--- src/hw/rtl/mvm_pkg.sv ---
// mvm_pkg: shared types, constants and helpers of the matrix-vector multiply block
// used by mvm_regs, mvm_ctrl, mvm_dpath and matrix_vector_multiply
package mvm_pkg;

  localparam int DEF_MAX_COLS = 1024;
  localparam int DEF_MAX_ROWS = 1024;

  localparam int ELEM_W    = 16;
  localparam int PROD_W    = 2 * ELEM_W;
  localparam int SUM_W     = 48;
  localparam int ROW_IDX_W = 10;
  localparam int DIM_W     = 11;
  localparam int APB_DW    = 32;
  localparam int APB_AW    = 3;
  localparam int CLAMP_W   = 17;

  // register index, taken from paddr[2]
  typedef enum logic {
    REG_NUM_COLS = 1'b0,
    REG_NUM_ROWS = 1'b1
  } reg_idx_t;

  localparam logic [DIM_W-1:0] NUM_COLS_RST = DIM_W'(1024);
  localparam logic [DIM_W-1:0] NUM_ROWS_RST = DIM_W'(1024);

  // input mode codes
  localparam logic MODE_LOAD   = 1'b0;
  localparam logic MODE_MATRIX = 1'b1;

  // controller to datapath
  typedef struct packed {
    logic load_we;
    logic mat_start;
    logic mul_en;
    logic acc_en;
    logic row_done;
  } dp_cmd_t;

  // datapath to controller
  typedef struct packed {
    logic col_end;
  } dp_stat_t;

  // effective dimension: zero counts as one, large values saturate
  function automatic logic [CLAMP_W-1:0] mvm_clamp(input logic [DIM_W-1:0] v,
                                                    input int maxv);
    logic [CLAMP_W-1:0] r;
    if (v == '0) begin
      r = CLAMP_W'(1);
    end else if (int'(v) > maxv) begin
      r = CLAMP_W'(maxv);
    end else begin
      r = CLAMP_W'(v);
    end
    return r;
  endfunction

endpackage

--- src/hw/rtl/mvm_regs.sv ---
// mvm_regs: apb configuration registers num_cols and num_rows
// depends on mvm_pkg
module mvm_regs (
  input  logic                        clk,
  input  logic                        rst_n,
  input  logic                        psel,
  input  logic                        penable,
  input  logic                        pwrite,
  input  logic [mvm_pkg::APB_AW-1:0]  paddr,
  input  logic [mvm_pkg::APB_DW-1:0]  pwdata,
  output logic [mvm_pkg::APB_DW-1:0]  prdata,
  output logic                        pready,
  output logic [mvm_pkg::DIM_W-1:0]   num_cols,
  output logic [mvm_pkg::DIM_W-1:0]   num_rows
);
  import mvm_pkg::*;

  logic [DIM_W-1:0] num_cols_r, num_cols_nxt;
  logic [DIM_W-1:0] num_rows_r, num_rows_nxt;
  logic             wr_en;
  reg_idx_t         idx;

  assign pready = 1'b1;
  assign wr_en  = psel & penable & pwrite & pready;
  assign idx    = reg_idx_t'(paddr[2]);

  always_comb begin
    num_cols_nxt = num_cols_r;
    num_rows_nxt = num_rows_r;
    if (wr_en) begin
      unique case (idx)
        REG_NUM_COLS: num_cols_nxt = pwdata[DIM_W-1:0];
        REG_NUM_ROWS: num_rows_nxt = pwdata[DIM_W-1:0];
        default: ;
      endcase
    end
  end

  always_comb begin
    unique case (idx)
      REG_NUM_COLS: prdata = APB_DW'(num_cols_r);
      REG_NUM_ROWS: prdata = APB_DW'(num_rows_r);
      default:      prdata = '0;
    endcase
  end

  always_ff @(posedge clk) begin
    if (!rst_n) begin
      num_cols_r <= NUM_COLS_RST;
      num_rows_r <= NUM_ROWS_RST;
    end else begin
      num_cols_r <= num_cols_nxt;
      num_rows_r <= num_rows_nxt;
    end
  end

  assign num_cols = num_cols_r;
  assign num_rows = num_rows_r;

endmodule

--- config.mk ---
export PLATFORM = sky130hd
export DESIGN_NAME = mvm_regs
export DESIGN_NICKNAME = d
export VERILOG_FILES = /design/src/hw/rtl/mvm_pkg.sv /design/src/hw/rtl/mvm_regs.sv
export SDC_FILE = /design/constraint.sdc
export NUM_CORES = 1
export LEC_CHECK = 0
export BUFFER_PORTS_ARGS = -buffer_cell sky130_fd_sc_hd__buf_2
export CAP_MARGIN = 20
export CORE_AREA = 2 2 51 63
export CTS_BUF_LIST = sky130_fd_sc_hd__clkbuf_4 sky130_fd_sc_hd__clkbuf_8
export DETAILED_ROUTE_END_ITERATION = 8
export DIE_AREA = 0 0 53 65
export HOLD_SLACK_MARGIN = 0.02
export PLACE_DENSITY = 0.88
export SETUP_SLACK_MARGIN = 0.4
export SYNTH_ARGS = -nofsm -noshare
export SYNTH_HDL_FRONTEND = slang
export SYNTH_SLANG_ARGS = --single-unit
--- constraint.sdc ---
create_clock -name clk -period 1.5 [get_ports clk]
set_clock_uncertainty 0.15 [all_clocks]
set_input_delay 0.075 -clock clk [delete_from_list [all_inputs] [get_ports clk]]
set_output_delay 0.075 -clock clk [all_outputs]
set_load 0.02 [all_outputs]
==> results.md <==
- Core area: 2890 µm²
- CP max stage delay: 350 ps
- Diodes inserted: 0
- Clk sink count: 22
- Total gr overflow: 0
- Via count: 1,085
- Critical path, cell by cell: mux2_2 > buf_6
- Psw: 0.346 mW
- Switching share of power: 25.6%
- Required @ worst endpoint: 1270 ps
- Overall Global Routing Usage: 18.2%
- Status: finished clean
- Final setup vio count: 0
- Largest family of logic cells by synthesized area: multiplexers
- Final period utilization: 85.9%
- Clk_lat worst skew: 300 ps
- Most common cell after layout, fill and taps aside: buf_6
- Pwr Total: 1.35 mW
- Routed len/inst: 14.0 µm
- Gpl congestion: 0.669
- Critical R2R Launch: num_cols[6]
- Ys Warns: 0
- Worst hold start: rst_n
- Syn-to-layout area delta: 75.7%
- Slowest CP cell: dfxtp_2
- Hold path depth: 3
- Clock transition at the registers of the reported paths: 130 ps
- Post-Place Setup Slack: 304 ps
- Final min period: 1290 ps
- R2R Path End: num_cols[6]
- Post-synthesis average cell area: 9.75 µm²
- Largest net degree at the start of global routing: 16
- Post-DP Area: 1340 µm²
- Cell row count: 22
- Most frequent cells in the layout: buf_6 (49), nand2_1 (30), mux2i_1 (22), conb_1 (22), dfxtp_2 (22)
- Worst vdd ir: 0.440 mV
- Initial core utilization: 40.5%
- Proportion of power drawn by the clock network: 33.4%
- Pwr/cell area: 655 nW/µm²
- Die Area: 3450 µm²
- Slew Limit Fails: 0
- Combinational group share of total power: 21.5%
- IO Count: 95
- HPWL after detailed placement: 1660 µm
- Synthesized area: 1170 µm²
- Endpoint, Worst Hold: num_cols[10]
- Power Internal: 1.00 mW
- Achievable Freq: 776 MHz
- Final hold vios: 0
- Die height: 65 µm
- CTS tree: yes
- ANT nets after route: 0
- CTS buffer count: 3
- Mux cell area share after synthesis: 29.4%
- Unique masters post-synth: 11
- Port Buffers: 49
- Pre-antenna DRT Iters: 4
- Final WS setup: 212 ps
- Die X-Extent: 53 µm
- RSZ-0062 raised after global routing: yes
- Hold Path Class: primary input to flip-flop
- Detailed Route WL: 3440 µm
- Compound-Gate Fraction of Synth Area: 0%
- Share of layout cells above drive strength 1: 56.0%
- Startpoint Class: flip-flop
- Cells on worst reg2reg path: 4
- Via density: 4.43
- Seq/Total Area, Yosys: 37.6%
- Design area: 2060 µm²
- Kind of cell adding the most delay to the critical path: flip-flops
- Leak pwr: 1.13 nW
- Initial antenna violation count: 0
- # DRC: 0
- Crit path DAT: 1060 ps
- Final nets: 250
- Filler cells: 202
- Final setup TNS: 0 ps
- Buf/Inv on CP: 1
- Cells after synthesis: 120
- XOR/XNOR Fraction of Synth Area: 0%
- First-pass GRT wire length: 4640 µm
- Vias in the first global route: 1,059
- Worst-path maximum fanout: 2
- Adder-Cell Fraction of Synth Area: 0%
- H-tree depth: 1
- Simple-gate share of the synthesized area: 14.3%
- Reg power frac: 45.1%
- Reg area: 468 µm²
- R2R Setup Slk: 530 ps
- Max-cap violations: 0
- Clk root buf: clkbuf_4
- 1st-iter DRT viols: 17
- Worst setup EP type: primary output
- Multi-input gate area: 613 µm²
- Longest Clk Path Bufs: 2
- WS Path Type: flip-flop to primary output
- Synthesized flop and latch total: 22
[worst max-delay path by stage]
| stage | startpoint | to | slack (ps) | depth (start not counted) |
|---|---|---|---|---|
| 6_report | num_rows[5] | prdata[5] | 210 | 2 |
| 5_1_grt | num_rows[5] | prdata[5] | 160 | 2 |
| 4_1_cts | num_rows[0] | prdata[0] | 220 | 2 |
| 3_5_place_dp | paddr[2] | num_cols[6] | 300 | 3 |
| 3_3_place_gp | paddr[2] | num_cols[1] | 340 | 3 |
| 2_1_floorplan | num_rows[10] | prdata[10] | 580 | 1 |
[synth_stat cells]
cell | count | area [µm²]
conb_1 | 2 | 7.51
nor2b_1 | 3 | 18.8
buf_2 | 3 | 15.0
dfxtp_1 | 22 | 440
buf_4 | 23 | 173
nand4_2 | 1 | 12.5
nand2_1 | 30 | 113
mux2_2 | 11 | 124
mux2i_1 | 22 | 220
buf_6 | 2 | 22.5
nand4b_4 | 1 | 23.8
[registers in the layout (all words and copies together), names as in the netlist]
signal / count
num_cols: 11
num_rows: 11
[per-layer routing]
layer / share of wire (%) / global-route usage, % / wire length, µm / up-vias
met5: 0 / 0 / 0 / -
met4: 1.4 / 8.97 / 49 / 0
met3: 4.8 / 1.61 / 164 / 4
met2: 55 / 35.5 / 1900 / 48
met1: 39 / 18.3 / 1320 / 505
li1: - / - / - / 528
[layout make-up]
| cell class | count | share of cell area (%) |
|---|---|---|
| clock inverters | 1 | 1.46 |
| multi-input cells | 90 | 29.8 |
| flip-flops and latches | 22 | 22.8 |
| well taps | 36 | 2.19 |
| clock buffers | 3 | 1.10 |
| repair buffers | 93 | 42.7 |
[worst register-to-register path, cell delays in order (launching register included)]
cell     delay [ps]
dfxtp_2         370
buf_6           100
buf_4            90
nand2_1          40
mux2i_1         160
[kinds of logic (layout without fill, tap and decap cells)]
kind of cell	Yosys count	after routing
flops	22	22
simple gates	35	35
mux	33	33
buf+inv	28	97
other cells	2	22
[power by group through the flow]
stage	combinational, mW	sequential, mW	clock, mW
floorplan	0.165	0.634	0
global placement	0.187	0.618	0
detailed placement	0.189	0.619	0
CTS	0.252	0.605	0.455
global route	0.309	0.610	0.489
finish	0.290	0.608	0.450
[through the flow]
| stage | utilization (%) | std cells | hold slack (ps) |
|---|---|---|---|
| CTS | 62.3 | 238 | 20.8 |
| floorplan | - | 140 | 86.0 |
| global route | 71.1 | 245 | 40.6 |
| detailed placement | 46.4 | 199 | 205 |
| global placement | 46.4 | 199 | 193 |
| finish | 71.1 | 245 | 30.2 |
[timing repair]
action | in CTS | in global routing
resized for setup | 46 | 63
hold buffers | 15 | 0
setup buffers | 20 | 7
endpoints found under the hold margin | 22 | 0
endpoints found under the setup margin | 11 | 38
cloned | 0 | 0
No activity file was read; power rests on OpenSTA's default activity.
