`config.mk`:
```
export PLATFORM = sky130hd
export DESIGN_NAME = mvm_ctrl
export DESIGN_NICKNAME = d
export VERILOG_FILES = /design/src/hw/rtl/mvm_pkg.sv /design/src/hw/rtl/mvm_ctrl.sv
export SDC_FILE = /design/constraint.sdc
export NUM_CORES = 1
export LEC_CHECK = 0
export BUFFER_PORTS_ARGS = -buffer_cell sky130_fd_sc_hd__clkbuf_2
export CAP_MARGIN = 25
export CORE_AREA = 2 2 39 41
export CTS_CLUSTER_DIAMETER = 30
export DETAILED_ROUTE_END_ITERATION = 10
export DIE_AREA = 0 0 41 43
export PLACE_DENSITY = 0.42
export SLEW_MARGIN = 5
export SYNTH_ARGS = -nofsm -noshare
export SYNTH_HDL_FRONTEND = slang
export SYNTH_SLANG_ARGS = --single-unit
```
`constraint.sdc`:
```
create_clock -name clk -period 0.8 [get_ports clk]
set_input_delay 0.16 -clock clk [delete_from_list [all_inputs] [get_ports clk]]
set_output_delay 0.16 -clock clk [all_outputs]
set_load 0.02 [all_outputs]
```
`src/hw/rtl/mvm_pkg.sv`:
```
// mvm_pkg: shared types, constants and helpers of the matrix-vector multiply block
// used by mvm_regs, mvm_ctrl, mvm_dpath and matrix_vector_multiply
package mvm_pkg;

  localparam int DEF_MAX_COLS = 1024;
  localparam int DEF_MAX_ROWS = 1024;

  localparam int ELEM_W    = 16;
  localparam int PROD_W    = 2 * ELEM_W;
  localparam int SUM_W     = 48;
  localparam int ROW_IDX_W = 10;
  localparam int DIM_W     = 11;
  localparam int APB_DW    = 32;
  localparam int APB_AW    = 3;
  localparam int CLAMP_W   = 17;

  // register index, taken from paddr[2]
  typedef enum logic {
    REG_NUM_COLS = 1'b0,
    REG_NUM_ROWS = 1'b1
  } reg_idx_t;

  localparam logic [DIM_W-1:0] NUM_COLS_RST = DIM_W'(1024);
  localparam logic [DIM_W-1:0] NUM_ROWS_RST = DIM_W'(1024);

  // input mode codes
  localparam logic MODE_LOAD   = 1'b0;
  localparam logic MODE_MATRIX = 1'b1;

  // controller to datapath
  typedef struct packed {
    logic load_we;
    logic mat_start;
    logic mul_en;
    logic acc_en;
    logic row_done;
  } dp_cmd_t;

  // datapath to controller
  typedef struct packed {
    logic col_end;
  } dp_stat_t;

  // effective dimension: zero counts as one, large values saturate
  function automatic logic [CLAMP_W-1:0] mvm_clamp(input logic [DIM_W-1:0] v,
                                                    input int maxv);
    logic [CLAMP_W-1:0] r;
    if (v == '0) begin
      r = CLAMP_W'(1);
    end else if (int'(v) > maxv) begin
      r = CLAMP_W'(maxv);
    end else begin
      r = CLAMP_W'(v);
    end
    return r;
  endfunction

endpackage

```
`src/hw/rtl/mvm_ctrl.sv`:
```
// mvm_ctrl: sequencer for vector loads and matrix multiply-accumulate steps
// depends on mvm_pkg
module mvm_ctrl (
  input  logic               clk,
  input  logic               rst_n,
  input  logic               start,
  input  logic               in_mode,
  input  mvm_pkg::dp_stat_t  stat,
  output mvm_pkg::dp_cmd_t   cmd,
  output logic               busy
);
  import mvm_pkg::*;

  typedef enum logic [2:0] {
    S_IDLE = 3'b001,
    S_MUL  = 3'b010,
    S_ACC  = 3'b100
  } state_t;

  state_t state_r, state_nxt;
  logic   accept;

  assign busy   = (state_r != S_IDLE);
  assign accept = start & ~busy;

  always_comb begin
    state_nxt     = state_r;
    cmd.load_we   = 1'b0;
    cmd.mat_start = 1'b0;
    cmd.mul_en    = 1'b0;
    cmd.acc_en    = 1'b0;
    cmd.row_done  = 1'b0;
    unique case (state_r)
      S_IDLE: begin
        if (accept) begin
          if (in_mode == MODE_LOAD) begin
            cmd.load_we = 1'b1;
          end else begin
            cmd.mat_start = 1'b1;
            state_nxt     = S_MUL;
          end
        end
      end
      S_MUL: begin
        cmd.mul_en = 1'b1;
        state_nxt  = S_ACC;
      end
      S_ACC: begin
        // close the row in this same step when the last column is reported
        cmd.acc_en   = 1'b1;
        cmd.row_done = stat.col_end;
        state_nxt    = S_IDLE;
      end
      default: state_nxt = S_IDLE;
    endcase
  end

  always_ff @(posedge clk) begin
    if (!rst_n) begin
      state_r <= S_IDLE;
    end else begin
      state_r <= state_nxt;
    end
  end

endmodule

```
==> impl_metrics.yaml, run 1 <==
status:
  status: "finished, violations left"
  violations: "negative setup slack"
sta:
  fin_ws_ns: -0.404
  fin_crit_sh: 1.51
  worst_slew_pin_slew_ns: 0.155
  max_freq_ghz: 0.830
  relSlewSlack: 0.897
  grt_setup_unrepaired: "yes"
  period_needed_ns: 1.20
  hold_ws_ns: 0.222
  slew_viol_final: 0
  hold_violations: 0
  fin_worst_skew_ns: 0.000889
  finalSetupTns_ns: -2.26
  setup_viol: 7
critical_path:
  cp.arrival_ns: 1.04
  required_ns: 0.64
  critical_path.top_delay_family: "flip-flops"
  worstPathMaxFanout: 5
  slowest_stage: "dfxtp_4"
  worst-setup-path-type: "flop to output port"
  slowest_delay_ns: 0.36
  path_buf_inv: 1
  cp-start-kind: "flop"
  crit_chain: "and2_4 > and3b_2 > buf_6"
  cp-end-kind: "output port"
clock_tree:
  clock-root-buffer: "clkbuf_4"
  cts_tree: "yes"
  htree_levels: 1
  cts_sinks: 3
  clk_pin_slew_ns: 0.03
  cts_inserted_buffers: 3
  clockBufferDepth: 2
  hold_buffers: 0
  insertion_delay_ns: 0.23
synth:
  synth_warnings: 0
  synth.avg_cell_area_um2: 9.11
  ys_seq_area_frac: 0.366
  synth_cell_types: 12
  ys_ff_latch: 3
  syn-cell-area_um2: 164
  syn_inst: 18
  synth_nets: 23
power_and_ir_drop:
  swShare: 0.226
  p_switching_uw: 113
  clockPowerShare: 0.510
  p_per_area_nw_per_um2: 1450
  ir_drop_v: 0.000586
  combPwrFrac: 0.174
  leakage_uw: 0.000157
  p_seq_frac: 0.317
  p_int_uw: 386
placed_design:
  gp_congestion: 0.610
  numPortBuffers: 10
  place_area_um2: 262
  dp.cells: 45
  hpwlAfterDp_um: 329
  dp_slack_ns: -0.260
run:
  maxCapViolations: 0
global_route:
  grt_antenna_before_repair: 0
  grt_pass1_wl_um: 752
  grt_use_total: 0.0701
  grt_pass1_vias: 194
  grt_overflow_total: 0
  grt_max_degree: 6
route:
  drtPass1Iterations: 2
  vias_per_cell: 3.88
  ant_nets: 0
  drc: 0
  routed_wl_um: 412
  drt_iter0_drc: 2
  wl_per_cell_um: 8.41
  vias: 190
floorplan:
  io_pins: 11
  start_util: 0.118
  die_area_um2: 1760
  num_rows: 14
  die_width_um: 41
  die_y_um: 43
  core-area_um2: 1380
layout:
  nets: 39
  fin_area_um2: 344
  drive_gt1_frac: 0.788
  stdcell_count: 49
  final_common_cell: "clkbuf_4"
  area.growth.synth_to_final_pct: 110
  largest_reg_flops: 3
  top_register: "state_r"
  insertedDiodeCount: 0
  largestRegisters: "state_r x3"
  final_cell_mix: "clkbuf_4 (5), clkbuf_2 (4), buf_4 (3), dfxtp_4 (3)"
hold_path:
  hp-class: "primary input to flop"
stage by stage:
stage / utilization / power (µW)
4_1_cts: 0.238 / 508
3_3_place_gp: 0.189 / 230
5_1_grt: 0.249 / 544
3_5_place_dp: 0.189 / 232
2_1_floorplan: - / 203
6_report: 0.249 / 498
timing repair:
action / in CTS / in global routing
buffers inserted: 0 / 0
gates resized for setup: 12 / 8
setup endpoints to repair: 9 / 9
pin swaps: 1 / 4
power groups by stage:
stage	Sequential, µW	Combinational, µW	Clock (µW)
6_report	158	86.5	254
5_1_grt	159	95.0	290
4_1_cts	157	78.7	272
3_5_place_dp	165	66.7	0
3_3_place_gp	165	65.3	0
2_1_floorplan	164	39.1	0
Yosys cell counts (all sizes together):
cell type / number / area share
o21ai: 1 / 0.031
and3: 1 / 0.038
nor2b: 3 / 0.11
and2: 3 / 0.11
dfxtp: 3 / 0.37
nand2: 1 / 0.023
and4: 1 / 0.053
nor3b: 1 / 0.076
buf: 1 / 0.046
and3b: 1 / 0.053
and4b: 1 / 0.061
nor2: 1 / 0.023
logic make-up after synthesis:
group                  after synthesis  share of synthesized area
flip-flops                           3                      0.366
buffers and inverters                1                     0.0458
AO/OA/AOI/OAI                        1                     0.0305
AND/OR/NAND/NOR                     13                      0.557
worst paths after layout:
kind	from	to	slack, ns	depth (start not counted)
worst min register to register	state_r[2]$_SDFFE_PN0P_	state_r[0]$_SDFFE_PN1P_	0.50	2
worst max-delay path	state_r[0]$_SDFFE_PN1P_	cmd[4]	-0.40	3
worst min-delay path	rst_n	state_r[1]$_SDFFE_PN0P_	0.22	2
worst max register to register	state_r[1]$_SDFFE_PN0P_	state_r[2]$_SDFFE_PN0P_	-0.08	3
routing by layer:
metal,vias up,wire (µm),track usage
li1,94,-,-
met1,83,182,0.0799
met2,11,161,0.0750
met3,2,59,0.0628
met4,0,9,0.0600
met5,-,0,0
layout make-up:
class	count	area, µm²
Fill cell	151	1040
Multi-Input combinational cell	14	128
Sequential cell	3	71.3
Tap cell	16	20.0
Clock buffer	4	26.3
Timing Repair Buffer	12	98.8
(Power assumes the default switching activity.)
==> run 2: changes to the inputs <==
Settings changed: CTS_BUF_LIST from default to sky130_fd_sc_hd__clkbuf_4, PLACE_DENSITY 0.42 to 0.41, SLEW_MARGIN 5 to 0.
Clock period 0.8 ns to 1.2 ns, I/O delays scaled along.
==> impl_metrics.yaml, run 2 (synthesized netlist as in run 1, its figures left out) <==
route:
  vias: 186
  drtPass1Iterations: 2
  wl_per_cell_um: 9.20
  routed_wl_um: 451
  ant_nets: 0
  drt_iter0_drc: 1
  vias_per_cell: 3.80
  drc: 0
run:
  maxCapViolations: 0
power_and_ir_drop:
  combPwrFrac: 0.165
  p_seq_frac: 0.288
  p_per_area_nw_per_um2: 1030
  leakage_uw: 0.000161
  clockPowerShare: 0.546
  p_switching_uw: 82.0
  swShare: 0.226
  ir_drop_v: 0.000464
  p_int_uw: 282
sta:
  fin_crit_sh: 1.09
  worst_slew_pin_slew_ns: 0.148
  period_needed_ns: 1.31
  fin_ws_ns: -0.112
  hold_violations: 0
  setup_viol: 5
  grt_setup_unrepaired: "yes"
  relSlewSlack: 0.901
  slew_viol_final: 0
  fin_worst_skew_ns: 0.00191
  max_freq_ghz: 0.762
  finalSetupTns_ns: -0.399
critical_path:
  cp-start-kind: "flop"
  required_ns: 0.96
  rrSetupSlack_ns: 0.33
  cp-end-kind: "output port"
  worstPathMaxFanout: 4
  reg2reg_to: "state_r[2]$_SDFFE_PN0P_"
  setup.worst_path.start: "state_r[0]$_SDFFE_PN1P_"
  cp-endpoint: "cmd[4]"
  worst-setup-path-type: "flop to output port"
  r2r_cells: 3
  cp.arrival_ns: 1.07
  r2r_start: "state_r[1]$_SDFFE_PN0P_"
global_route:
  grt_use_total: 0.0682
  grt_overflow_total: 0
  grt_pass1_vias: 177
  grt_max_degree: 5
  grt_antenna_before_repair: 0
  grt_pass1_wl_um: 745
clock_tree:
  clk_pin_slew_ns: 0.04
  clockBufferDepth: 2
  hold_buffers: 0
  cts_inserted_buffers: 3
  clock-root-buffer: "clkbuf_4"
  cts_sinks: 3
  insertion_delay_ns: 0.23
  cts_tree: "yes"
  htree_levels: 1
status:
  status: "finished, violations left"
  violations: "negative setup slack"
placed_design:
  numPortBuffers: 10
  hpwlAfterDp_um: 316
  gp_congestion: 0.621
layout:
  utilization: 0.254
  nets: 39
  area.growth.synth_to_final_pct: 115
  top_register: "state_r"
  final_cell_mix: "clkbuf_4 (6), clkbuf_2 (4), dfxtp_4 (3)"
  final_common_cell: "clkbuf_4"
  largest_reg_flops: 3
  drive_gt1_frac: 0.788
  insertedDiodeCount: 0
  largestRegisters: "state_r x3"
floorplan:
  die_y_um: 43
  core-area_um2: 1380
  io_pins: 11
  die_area_um2: 1760
  die_width_um: 41
  start_util: 0.118
  num_rows: 14
hold_path:
  hp-class: "primary input to flop"
run 2: how the worst min path moves through the flow:
| stage | slack [ns] | startpoint | to | depth (start not counted) |
|---|---|---|---|---|
| 6_report | 0.28 | rst_n | state_r[1]$_SDFFE_PN0P_ | 2 |
| 5_1_grt | 0.30 | in_mode | state_r[1]$_SDFFE_PN0P_ | 2 |
| 4_1_cts | 0.27 | rst_n | state_r[1]$_SDFFE_PN0P_ | 2 |
| 3_5_place_dp | 0.52 | rst_n | state_r[1]$_SDFFE_PN0P_ | 2 |
| 3_3_place_gp | 0.53 | rst_n | state_r[1]$_SDFFE_PN0P_ | 2 |
| 2_1_floorplan | 0.41 | in_mode | state_r[1]$_SDFFE_PN0P_ | 1 |
run 2: what timing repair did:
action | CTS | global route
pin swaps | 3 | 5
resized for setup | 16 | 9
endpoints found under the setup margin | 6 | 6
setup buffers | 1 | 0
run 2: worst max-delay path, cell delays in order, from the launching register on:
cell and delay, ns:
dfxtp_4 0.35, and2_4 0.16, and3b_1 0.18, clkbuf_8 0.15
run 2: cell type report:
type / count / area (µm²)
fill: 144 / 1030
multi-input combinational: 14 / 125
timing repair buffer: 12 / 105
sequential: 3 / 71.3
clock buffer: 4 / 30.0
tap: 16 / 20.0
run 2: per-stage QoR:
stage                     hold slack, ns  instance area (µm²)  power (µW)  cells  worst slack (ns)
after detailed placement           0.522                  240         149     44            0.0408
final                              0.284                  352         364     49            -0.112
after global placement             0.525                  240         149     44            0.0580
after floorplan                    0.411                  170         132     18            0.0302
after global routing               0.298                  352         389     49            -0.171
after CTS                          0.274                  330         368     49            -0.122
run 2: routing by layer:
layer  wire (µm)  vias up  part of all wire  global-route usage
met4           0        0                 0              0.0200
met5           0        -                 0                   0
li1            -       91                 -                   -
met1         214       82              0.47              0.0833
met3          57        0              0.13              0.0785
met2         179       13              0.40              0.0750
run 2: power groups by stage:
stage	logic, µW	clock network, µW	registers, µW
finish	60.2	199	105
global route	64.2	219	105
CTS	53.0	209	106
detailed placement	39.0	0	110
global placement	40.2	0	109
floorplan	23.3	0	109
